[src/rtl/core/rtoq_pkg.sv]
// shared types, sizes and the overlap test for the rectangle table query block
package rtoq_pkg;

    localparam int OBSTACLE_DEPTH = 16;
    localparam int TARGET_DEPTH   = 16;
    localparam int COORD_BITS     = 16;

    localparam int MAX_DEPTH = (OBSTACLE_DEPTH > TARGET_DEPTH) ? OBSTACLE_DEPTH : TARGET_DEPTH;
    localparam int OBS_AW    = (OBSTACLE_DEPTH > 1) ? $clog2(OBSTACLE_DEPTH) : 1;
    localparam int TGT_AW    = (TARGET_DEPTH > 1) ? $clog2(TARGET_DEPTH) : 1;
    localparam int OBS_CW    = $clog2(OBSTACLE_DEPTH + 1);
    localparam int TGT_CW    = $clog2(TARGET_DEPTH + 1);
    localparam int IDX_W     = $clog2(MAX_DEPTH + 1);

    typedef enum logic [1:0] {
        CMD_ADD_OBSTACLE = 2'd0,
        CMD_ADD_TARGET   = 2'd1,
        CMD_CLEAR        = 2'd2,
        CMD_QUERY        = 2'd3
    } cmd_t;

    typedef enum logic {
        ST_IDLE,
        ST_QUERY
    } state_t;

    typedef struct packed {
        cmd_t               cmd;
        logic signed [15:0] pos_x;
        logic signed [15:0] pos_y;
        logic [14:0]        rect_width;
        logic [14:0]        rect_height;
    } req_t;

    typedef struct packed {
        logic hit_obstacle;
        logic hit_target;
        logic status;
    } rsp_t;

    typedef logic signed [COORD_BITS-1:0] coord_t;
    typedef logic [COORD_BITS-2:0]        size_t;
    typedef logic signed [COORD_BITS:0]   sum_t;

    typedef struct packed {
        coord_t x;
        coord_t y;
        size_t  w;
        size_t  h;
    } rect_t;

    localparam int RECT_W = $bits(rect_t);

    // take the low coordinate bits of the request and sign-extend from the top one
    function automatic rect_t rect_of(req_t r);
        logic [31:0] ex;
        logic [31:0] ey;
        logic [31:0] ew;
        logic [31:0] eh;
        rect_t       o;
        ex  = 32'(r.pos_x);
        ey  = 32'(r.pos_y);
        ew  = 32'(r.rect_width);
        eh  = 32'(r.rect_height);
        o.x = ex[COORD_BITS-1:0];
        o.y = ey[COORD_BITS-1:0];
        o.w = ew[COORD_BITS-2:0];
        o.h = eh[COORD_BITS-2:0];
        return o;
    endfunction

    function automatic sum_t right_of(rect_t r);
        return sum_t'(r.x) + sum_t'(r.w);
    endfunction

    function automatic sum_t bottom_of(rect_t r);
        return sum_t'(r.y) + sum_t'(r.h);
    endfunction

    // strict overlap, shared edges do not count
    function automatic logic overlap(rect_t a, rect_t b, sum_t b_right, sum_t b_bottom);
        return (bottom_of(a) > sum_t'(b.y)) && (sum_t'(a.y) < b_bottom) &&
               (right_of(a) > sum_t'(b.x)) && (sum_t'(a.x) < b_right);
    endfunction

endpackage

[src/rtl/core/rtoq_ram.sv]
// generic single-port-write, registered-read ram
module rtoq_ram #(
    parameter int WIDTH = 8,
    parameter int DEPTH = 16,
    parameter int AW    = (DEPTH > 1) ? $clog2(DEPTH) : 1
) (
    input  logic             clk,
    input  logic             we,
    input  logic [AW-1:0]    waddr,
    input  logic [WIDTH-1:0] wdata,
    input  logic             re,
    input  logic [AW-1:0]    raddr,
    output logic [WIDTH-1:0] rdata
);

    logic [WIDTH-1:0] mem [DEPTH];

    always_ff @(posedge clk)
    begin
        if (we)
        begin
            mem[waddr] <= wdata;
        end
        if (re)
        begin
            rdata <= mem[raddr];
        end
    end

endmodule

[src/rtl/core/rect_table_overlap_query.sv]
// rectangle table query: two rectangle tables with append, clear and overlap query
//
// start/req carry one command beat, taken at a clock edge where start is high and busy
// is low. every beat yields exactly one result on rsp, marked by done for one cycle;
// the receiver cannot hold results off, and the output register lets a new command
// be taken in the same cycle that done is shown.
// append and clear: done comes in the cycle after the beat, busy stays low, so these
// commands can be issued back to back.
// query: both tables sit in registered-read rams and are scanned in parallel, one
// entry of each per cycle. busy is high while max(obstacle count, target count, 1)
// entries are read, and done comes in the same cycle that busy falls.
// the ram read port is what sets this pace. busy also keeps an append from writing
// an entry while a scan is still reading.
// an append to a full table is dropped and reported with status set.
// reset clears both counts and the control state; the table contents are left as
// they are, since only entries below the count are ever used.
module rect_table_overlap_query
    import rtoq_pkg::*;
(
    input  logic clk,
    input  logic rst_n,
    input  logic start,
    input  req_t req,
    output logic busy,
    output logic done,
    output rsp_t rsp
);

    state_t             state_reg, state_next;
    logic [OBS_CW-1:0]  obs_cnt_reg, obs_cnt_next;
    logic [TGT_CW-1:0]  tgt_cnt_reg, tgt_cnt_next;
    logic [IDX_W-1:0]   idx_reg, idx_next;
    logic               hit_o_reg, hit_o_next;
    logic               hit_t_reg, hit_t_next;
    logic               done_reg, done_next;
    rsp_t               rsp_reg, rsp_next;
    rect_t              q_reg, q_next;
    sum_t               q_right_reg, q_right_next;
    sum_t               q_bottom_reg, q_bottom_next;

    rect_t              in_rect;
    logic               accept;
    logic               obs_we, tgt_we, rd_en;
    logic [IDX_W-1:0]   rd_idx;
    logic [IDX_W-1:0]   idx_inc;
    logic               obs_valid, tgt_valid, scan_last;
    logic               obs_hit, tgt_hit;
    logic [RECT_W-1:0]  obs_rdata, tgt_rdata;

    assign in_rect   = rect_of(req);
    assign accept    = start && (state_reg == ST_IDLE);
    assign idx_inc   = idx_reg + IDX_W'(1);
    assign obs_valid = IDX_W'(obs_cnt_reg) > idx_reg;
    assign tgt_valid = IDX_W'(tgt_cnt_reg) > idx_reg;
    assign scan_last = (idx_inc >= IDX_W'(obs_cnt_reg)) && (idx_inc >= IDX_W'(tgt_cnt_reg));
    assign obs_hit   = obs_valid && overlap(rect_t'(obs_rdata), q_reg, q_right_reg, q_bottom_reg);
    assign tgt_hit   = tgt_valid && overlap(rect_t'(tgt_rdata), q_reg, q_right_reg, q_bottom_reg);

    rtoq_ram #(
        .WIDTH (RECT_W),
        .DEPTH (OBSTACLE_DEPTH)
    ) u_obs_ram (
        .clk   (clk),
        .we    (obs_we),
        .waddr (obs_cnt_reg[OBS_AW-1:0]),
        .wdata (in_rect),
        .re    (rd_en),
        .raddr (OBS_AW'(rd_idx)),
        .rdata (obs_rdata)
    );

    rtoq_ram #(
        .WIDTH (RECT_W),
        .DEPTH (TARGET_DEPTH)
    ) u_tgt_ram (
        .clk   (clk),
        .we    (tgt_we),
        .waddr (tgt_cnt_reg[TGT_AW-1:0]),
        .wdata (in_rect),
        .re    (rd_en),
        .raddr (TGT_AW'(rd_idx)),
        .rdata (tgt_rdata)
    );

    // next state
    always_comb
    begin
        state_next = state_reg;
        unique case (state_reg)
            ST_IDLE:
            begin
                if (accept && req.cmd == CMD_QUERY)
                begin
                    state_next = ST_QUERY;
                end
            end
            ST_QUERY:
            begin
                if (scan_last)
                begin
                    state_next = ST_IDLE;
                end
            end
            default:
            begin
                state_next = ST_IDLE;
            end
        endcase
    end

    // datapath and outputs
    always_comb
    begin
        obs_cnt_next  = obs_cnt_reg;
        tgt_cnt_next  = tgt_cnt_reg;
        idx_next      = idx_reg;
        hit_o_next    = hit_o_reg;
        hit_t_next    = hit_t_reg;
        q_next        = q_reg;
        q_right_next  = q_right_reg;
        q_bottom_next = q_bottom_reg;
        rsp_next      = rsp_reg;
        done_next     = 1'b0;
        obs_we        = 1'b0;
        tgt_we        = 1'b0;
        rd_en         = 1'b0;
        rd_idx        = '0;
        unique case (state_reg)
            ST_IDLE:
            begin
                if (accept)
                begin
                    rsp_next = '0;
                    unique case (req.cmd)
                        CMD_ADD_OBSTACLE:
                        begin
                            done_next = 1'b1;
                            if (obs_cnt_reg == OBS_CW'(OBSTACLE_DEPTH))
                            begin
                                rsp_next.status = 1'b1;
                            end
                            else
                            begin
                                obs_we       = 1'b1;
                                obs_cnt_next = obs_cnt_reg + OBS_CW'(1);
                            end
                        end
                        CMD_ADD_TARGET:
                        begin
                            done_next = 1'b1;
                            if (tgt_cnt_reg == TGT_CW'(TARGET_DEPTH))
                            begin
                                rsp_next.status = 1'b1;
                            end
                            else
                            begin
                                tgt_we       = 1'b1;
                                tgt_cnt_next = tgt_cnt_reg + TGT_CW'(1);
                            end
                        end
                        CMD_CLEAR:
                        begin
                            done_next    = 1'b1;
                            obs_cnt_next = '0;
                            tgt_cnt_next = '0;
                        end
                        CMD_QUERY:
                        begin
                            // first read goes out with the command beat
                            rd_en         = 1'b1;
                            rd_idx        = '0;
                            idx_next      = '0;
                            hit_o_next    = 1'b0;
                            hit_t_next    = 1'b0;
                            q_next        = in_rect;
                            q_right_next  = right_of(in_rect);
                            q_bottom_next = bottom_of(in_rect);
                        end
                        default:
                        begin
                            done_next = 1'b0;
                        end
                    endcase
                end
            end
            ST_QUERY:
            begin
                hit_o_next = hit_o_reg | obs_hit;
                hit_t_next = hit_t_reg | tgt_hit;
                if (scan_last)
                begin
                    done_next             = 1'b1;
                    rsp_next.hit_obstacle = hit_o_reg | obs_hit;
                    rsp_next.hit_target   = hit_t_reg | tgt_hit;
                    rsp_next.status       = 1'b0;
                end
                else
                begin
                    rd_en    = 1'b1;
                    rd_idx   = idx_inc;
                    idx_next = idx_inc;
                end
            end
            default:
            begin
                done_next = 1'b0;
            end
        endcase
    end

    always_ff @(posedge clk or negedge rst_n)
    begin
        if (!rst_n)
        begin
            state_reg   <= ST_IDLE;
            obs_cnt_reg <= '0;
            tgt_cnt_reg <= '0;
            done_reg    <= 1'b0;
        end
        else
        begin
            state_reg   <= state_next;
            obs_cnt_reg <= obs_cnt_next;
            tgt_cnt_reg <= tgt_cnt_next;
            done_reg    <= done_next;
        end
    end

    always_ff @(posedge clk)
    begin
        idx_reg      <= idx_next;
        hit_o_reg    <= hit_o_next;
        hit_t_reg    <= hit_t_next;
        q_reg        <= q_next;
        q_right_reg  <= q_right_next;
        q_bottom_reg <= q_bottom_next;
        rsp_reg      <= rsp_next;
    end

    assign busy = (state_reg == ST_QUERY);
    assign done = done_reg;
    assign rsp  = rsp_reg;

endmodule

[config.mk]
export PLATFORM = sky130hd
export DESIGN_NAME = rect_table_overlap_query
export DESIGN_NICKNAME = d
export VERILOG_FILES = /design/src/rtl/core/rtoq_pkg.sv /design/src/rtl/core/rtoq_ram.sv /design/src/rtl/core/rect_table_overlap_query.sv
export SDC_FILE = /design/constraint.sdc
export NUM_CORES = 2
export LEC_CHECK = 0
export ABC_AREA = 1
export BUFFER_PORTS_ARGS = -buffer_cell sky130_fd_sc_hd__buf_2
export CAP_MARGIN = 40
export CORE_MARGIN = 2
export CORE_UTILIZATION = 40
export DETAILED_ROUTE_END_ITERATION = 8
export GPL_TIMING_DRIVEN = 0
export HOLD_SLACK_MARGIN = 0.05
export PLACE_DENSITY = 0.64
export SYNTH_ARGS = -nofsm -noshare
export SYNTH_HDL_FRONTEND = slang
export SYNTH_SLANG_ARGS = --single-unit
[constraint.sdc]
create_clock -name clk -period 9.65 [get_ports clk]
set_input_delay 1.93 -clock clk [delete_from_list [all_inputs] [get_ports clk]]
set_output_delay 1.93 -clock clk [all_outputs]
set_load 0.05 [all_outputs]
======== Word-level counts from Yosys, hierarchy flattened ========
Memories as Yosys holds them, arrays and structs flattened. A register that Yosys moved wholly into a read port is not among the register bits.
Index checks and enable logic that the tools add are counted.
word-level totals
  flip-flop bits (word level) ............. 88
  bits in writable memories ............... 1,984
  input bits .............................. 67
  output and inout bits ................... 5
  word-level logic and storage cells ...... 114
  memories kept ........................... 2
operators by class
  add/subtract/negate cells ............... 9
  order comparisons ....................... 12
  equality and inequality tests ........... 11
  mux-type cells .......................... 42
  bitwise operators ....................... 3
  reductions and logical operators ........ 21
memory list
  name           depth  bits a word  read ports  clocked after memory_dff  write ports  line            text
  u_obs_ram.mem  16     62           1           1                         1            rtoq_ram.sv:16  logic [WIDTH-1:0] mem [DEPTH];
  u_tgt_ram.mem  16     62           1           1                         1            rtoq_ram.sv:16
operators by type and width
  cell                   number
  $add A16 B16 Y17       6
  $gt A17 B16 Y1         4
  $lt A16 B17 Y1         4
  $pmux W5 S2            3
  $mux W5                5
  $mux W1                23
  $add A5 B1 Y5 const B  3
  $pmux W1 S2            6
  $logic_and A1 B1 Y1    11
  $eq A5 B5 Y1 const B   2
  $ge A5 B5 Y1           2
  $gt A5 B5 Y1           2
  $ne A2 B2 Y1 const B   4
  $pmux W4 S2            1
  $reduce_and A4 Y1      2
  $mux W3                2
  $pmux W3 S2            1
  $reduce_and A3 Y1      2
  $eq A2 B2 Y1 const B   2
  $mux W4                1
  $ne A2 B1 Y1 const B   2
  $reduce_and A2 Y1      2
  $reduce_bool A2 Y1     2
  $reduce_or A3 Y1       1
  4 further kinds        5

======== Logic depth before layout (Yosys ltp) ========
  depth after elaboration ................. 9
  gate-level depth with buffers ........... 24
  depth with buffers taken out ............ 24

======== Modules after synthesis ========
Synthesis repeated with hierarchy kept, for this count alone.
second synthesis, totals
  cell total of the unflattened synthesis .. 9,574
  area total of the unflattened synthesis .. 99,452.9 um2
modules (own cells, without submodules)
  module                    times used  cells each  area each (um2)  sequential area each (um2)
  rtoq_ram                  2           4,079       44,189.9         31,650.4
  rect_table_overlap_query  1           1,416       11,073.1         2,582.5

======== Least setup slack after synthesis ========
OpenSTA, ideal clock, no wires.
  path kind ............................... register -> register
  start point ............................. reg idx_reg[0]
  end point ............................... reg state_reg, in the netlist busy
  setup time .............................. 758 ps
  arrival ................................. 8,442 ps
  required time ........................... 8,892 ps
  setup slack ............................. 451 ps
  stages on the path, launching flop included .. 16
  buffers on the path ..................... 3
  period minus slack after synthesis ...... 9,199 ps
  cell sequence ........................... edfxtp_1 -> ha_1 -> nand3_1 -> xor2_1 -> inv_1 -> ha_1 -> a21oi_1 -> o21ai_1 -> nor2_1 -> nand2_1 -> nand2_4 -> buf_8 -> buf_4 -> buf_2 -> inv_1 -> o22ai_1
on the way
  cells in the longest elaborated chain, start to end .. 5
  elaborated cells on any way between the ends .. 6
  those cells by class .................... add/sub (1); order compare (2); mux (2); reduce/logical (1)
RTL lines
  what                      line                             text
  start: declaration        rect_table_overlap_query.sv:32   logic [IDX_W-1:0] idx_reg, idx_next;
  start signal: assignment  rect_table_overlap_query.sv:231  idx_reg <= idx_next;
  $add A5 B1 Y5 *           rect_table_overlap_query.sv:52   assign idx_inc = idx_reg + IDX_W'(1);
  via idx_inc[4]            rect_table_overlap_query.sv:45   logic [IDX_W-1:0] idx_inc;
  $ge A5 B5 Y1              rect_table_overlap_query.sv:55   assign scan_last = (idx_inc >= IDX_W'(obs_cnt_reg)) && (idx_inc >= IDX_W'(tgt_cnt_reg));
  $logic_and A1 B1 Y1 *     rect_table_overlap_query.sv:55
  $mux W1 *                 rect_table_overlap_query.sv:99   if (scan_last)
  $pmux W1 S2 *             rect_table_overlap_query.sv:89   unique case (state_reg)
  end signal: assignment    rect_table_overlap_query.sv:222  state_reg <= state_next;
  end: declaration          rect_table_overlap_query.sv:29   state_t state_reg, state_next;
The timed path passes the listed nets; every way through them passes the cells marked *.
A chain may end at the register's enable or synchronous reset.

======== Worst setup path after layout ========
  start point ............................. reg idx_reg[0]
  end point ............................... reg u_tgt_ram.rdata[37] (read register of u_tgt_ram.mem) (enable)
on the way
  cells in the longest elaborated chain, start to end .. 5
  elaborated cells on any way between the ends .. 8
  those cells by class .................... add/sub (1); order compare (2); mux (4); reduce/logical (1)
RTL lines
  what                   line                             text
  $add A5 B1 Y5 *        rect_table_overlap_query.sv:52
  via idx_inc[4]         rect_table_overlap_query.sv:45
  $ge A5 B5 Y1           rect_table_overlap_query.sv:55
  $logic_and A1 B1 Y1 *  rect_table_overlap_query.sv:55
  $mux W1 *              rect_table_overlap_query.sv:190  if (scan_last)
  $pmux W1 S2 *          rect_table_overlap_query.sv:128  unique case (state_reg)
  via rd_en              rect_table_overlap_query.sv:43   logic obs_we, tgt_we, rd_en;
  end: declaration       rtoq_ram.sv:13                   output logic [WIDTH-1:0] rdata
Marked as above.

==> metrics.md <==
| Metric | Value |
|---|---|
| Status | finished, final reports clean |
| First-pass GRT wire length | 461,000 µm |
| Unrepaired setup endpoints after global routing | no |
| Hold Fails Final Rpt | 0 |
| Layout area overhead | 14.0% |
| CTS max path bufs | 3 |
| Count of maximum capacitance violations | 0 |
| Synth top area cells | edfxtp_1 67%, nand3_1 6.6%, nand3b_1 3.8% |
| Setup-failing EPs final | 0 |
| Fin crit period | 5270 ps |
| Antenna viol nets, final | 0 |
| Tot Pwr | 32.5 mW |
| WL per Instance | 26.9 µm |
| DR iter-0 viols | 9,501 |
| Mapped Nets | about 8,600 |
| Sw Share | 41.3% |
| FF-to-FF setup slack | 4380 ps |
| Post-synth EDFFs | 2,184 |
| Ys flop type | edfxtp_1 |
| Final instance area | around 110,000 µm² |
| Setup skew after layout | 72.1 ps |
| DR pass1 iterations | 8 |
| Starting density of the core | between 40% and 50% |
| Footprint of the multi-input gates | about 27,000 µm² |
| Synth top cells by count | 2,184 x edfxtp_1, 1,282 x nand3_1, 958 x nand2_1 |
| Antenna violations before repair | 53 |
| Core Box Area | between 200,000 and 250,000 µm² |
| Final wirelength | 326,000 µm |
| Worst path required time | 10,230 ps |
| R2r worst-path depth | 18 |
| Max-slew headroom | ~35% |
| Post-CTS Setup Inserts | 0 |
| Slew Limit Fails | 0 |
| CTS tree | yes |
| Yosys reg bits | between 2,000 and 2,500 |
| Via count | 67,900 |
| Post-Layout Cell Count | 12,100 |
| Post-synth top area cell | edfxtp_1 |
| GR Util All Layers | approximately 26% |
| Logic gate share of total power | 38.1% |
| Layout cells sized above 1 | a little under an eighth |
| Hold Path End | tgt_cnt_reg[4] |
| Cts bufs inserted | 221 |
| Switch Pwr | 13.4 mW |
| Hold-fix buffers, CTS | 0 |
| Vias per inst | 5.61 |
| Warnings, synthesis | 0 |
| Fmax | 0.190 GHz |
| Global route total overflow | 0 |
| Mean Syn Cell Area | between 10 and 15 µm² |
| Largest registers | u_obs_ram.mem (992), u_tgt_ram.mem (992) |
| Hold crit path type | flip-flop to flip-flop |
| Clock sinks | roughly 2,200 |
| WHS Path Cells | 1 |
| Clk pwr share | 26.3% |
| Sequential share of power | 35.6% |
| Die H | about 500 µm |
| Setup TNS | 0 ps |
| Dpl cells | 11,700 |
| Clk root buf | clkbuf_16 |
| Placement Cell Area | 104,000 µm² |
| Sequential share of the synthesized area | 67.3% |
| DR DRC count | 0 |
| Dpl hpwl | around 240,000 µm |
| Site Rows | 181 |
| Filler Cell Count | roughly 22,000 |
| Final Wtd Congestion | 0.955 |
| Worst VDD drop | 0.204 mV |
| Crit start category | flip-flop |
| CTS clk-pin slew, worst paths | ~70 ps |
| Pin slew with the least headroom to its limit | 965 ps |
| Internal power | ~19 mW |
| HP Start | tgt_cnt_reg[4] |
| Max FO, Critical Path | 24 |
| PortBufs | 71 |
| Largest net degree at the start of global routing | 36 |
| P per Cell Area | 291 nW/µm² |
| Die area | 249,000 µm² |
| Vias in the first global route | 64,900 |
| Final core occ | 45.9% |
| Crit share post-route | 54.6% |
| Post-Syn Instances | 8,297 |
| RR Startpoint | idx_reg[0] |
| CP arrival | 5850 ps |
| CTS H-tree lvls | 4 |
| Nets | 9,008 |
| Flip-flop and latch area | approximately 66,000 µm² |
| Num ports | between 70 and 80 |
| Worst R2R End | u_tgt_ram.rdata[37] |
| P_leak | 42.2 nW |
| Clock network latency to the later pin of the worst-skew pair | 910 ps |
| Die X-Extent | 499 µm |
| Most common cell in the netlist | edfxtp_1 |
| Post-synthesis async set-or-reset flop share | less than 1% |
| Worst Setup End Kind | flip-flop |
| Mapped Area | 98,000 µm² |
| Top-area cell type share of the netlist area | about 67% |
| Synth unique cells | 43 |
| Post_cts resized | 0 |
| Critical path class | flip-flop to flip-flop |
worst max-delay path: stages, from the launching register on:
cell,delay [ps]
edfxtp_1,570
ha_1,310
nand3_1,90
xor2_1,190
inv_1,90
ha_1,310
a21oi_1,150
o21ai_1,80
nor2_1,90
nand2_1,100
nand2_4,180
buf_8,220
buf_4,430
buf_2,460
inv_1,210
o22ai_4,700
buf_12,280
buf_12,210
buf_12,210
cells by family after synthesis:
family	Yosys count	share of synthesized area, %
AO/OA/AOI/OAI	755	4.44
XOR/XNOR	85	0.760
adder cells (fa/ha/maj)	257	3.33
buffers and inverters	1213	5.67
flip-flops	2196	67.3
AND/OR/NAND/NOR	3791	18.5
worst max path at each step:
stage / cells after the start / startpoint / slack, ps / to
finish: 18 / idx_reg[0] / 4380 / u_tgt_ram.rdata[37]
global route: 18 / idx_reg[0] / 4170 / u_obs_ram.rdata[7]
CTS: 18 / idx_reg[0] / 4440 / u_obs_ram.rdata[7]
detailed placement: 18 / idx_reg[0] / 4410 / u_tgt_ram.rdata[37]
global placement: 15 / idx_reg[0] / -6000 / busy
floorplan: 15 / idx_reg[0] / 450 / busy
power groups by stage:
stage          logic (mW)  clock network (mW)  registers, mW
6_report             12.4                8.53           11.6
5_1_grt              13.2                8.94           11.6
4_1_cts              12.1                8.58           11.6
3_5_place_dp         12.0                   0           11.8
3_3_place_gp         17.4                   0           12.2
2_1_floorplan        6.82                   0           11.6
routing by layer:
layer | GRT usage [%] | wire length [µm] | vias up | part of all wire [%]
met1 | 33.7 | 128000 | 33300 | 39
met4 | 15.0 | 20500 | 12 | 6.3
li1 | - | - | 30200 | -
met3 | 5.62 | 33100 | 687 | 10
met2 | 39.2 | 144000 | 3666 | 44
met5 | 0 | 73 | - | 0.022
placed cells by master (no fill, tap or decap), types with 152 or more instances in the layout:
master and instances:
ha_1 251, nand2_1 958, clkbuf_16 221, nand3_1 1282, a21oi_1 152, o21ai_0 407, nor2_1 838, edfxtp_1 2184
nand3b_1 501, inv_1 731, buf_2 330
stage by stage:
step,setup slack (ps),hold slack [ps]
finish,4380,600
global placement,-6000,561
detailed placement,4410,569
CTS,4440,582
floorplan,451,500
global route,4170,628
final cells by class:
| cell class | instances | share of cell area [%] |
|---|---|---|
| flip-flops and latches | 2196 | 59.0 |
| multi-input cells | 4888 | 24.0 |
| clock buffers | 269 | 5.11 |
| well taps | 3202 | 3.59 |
| plain buffers | 477 | 2.50 |
| inverters | 736 | 2.47 |
| repair buffers | 164 | 1.97 |
| clock inverters | 143 | 1.28 |
| diodes | 38 | 0.0852 |
Note: power is estimated with default switching activity, not from simulation.
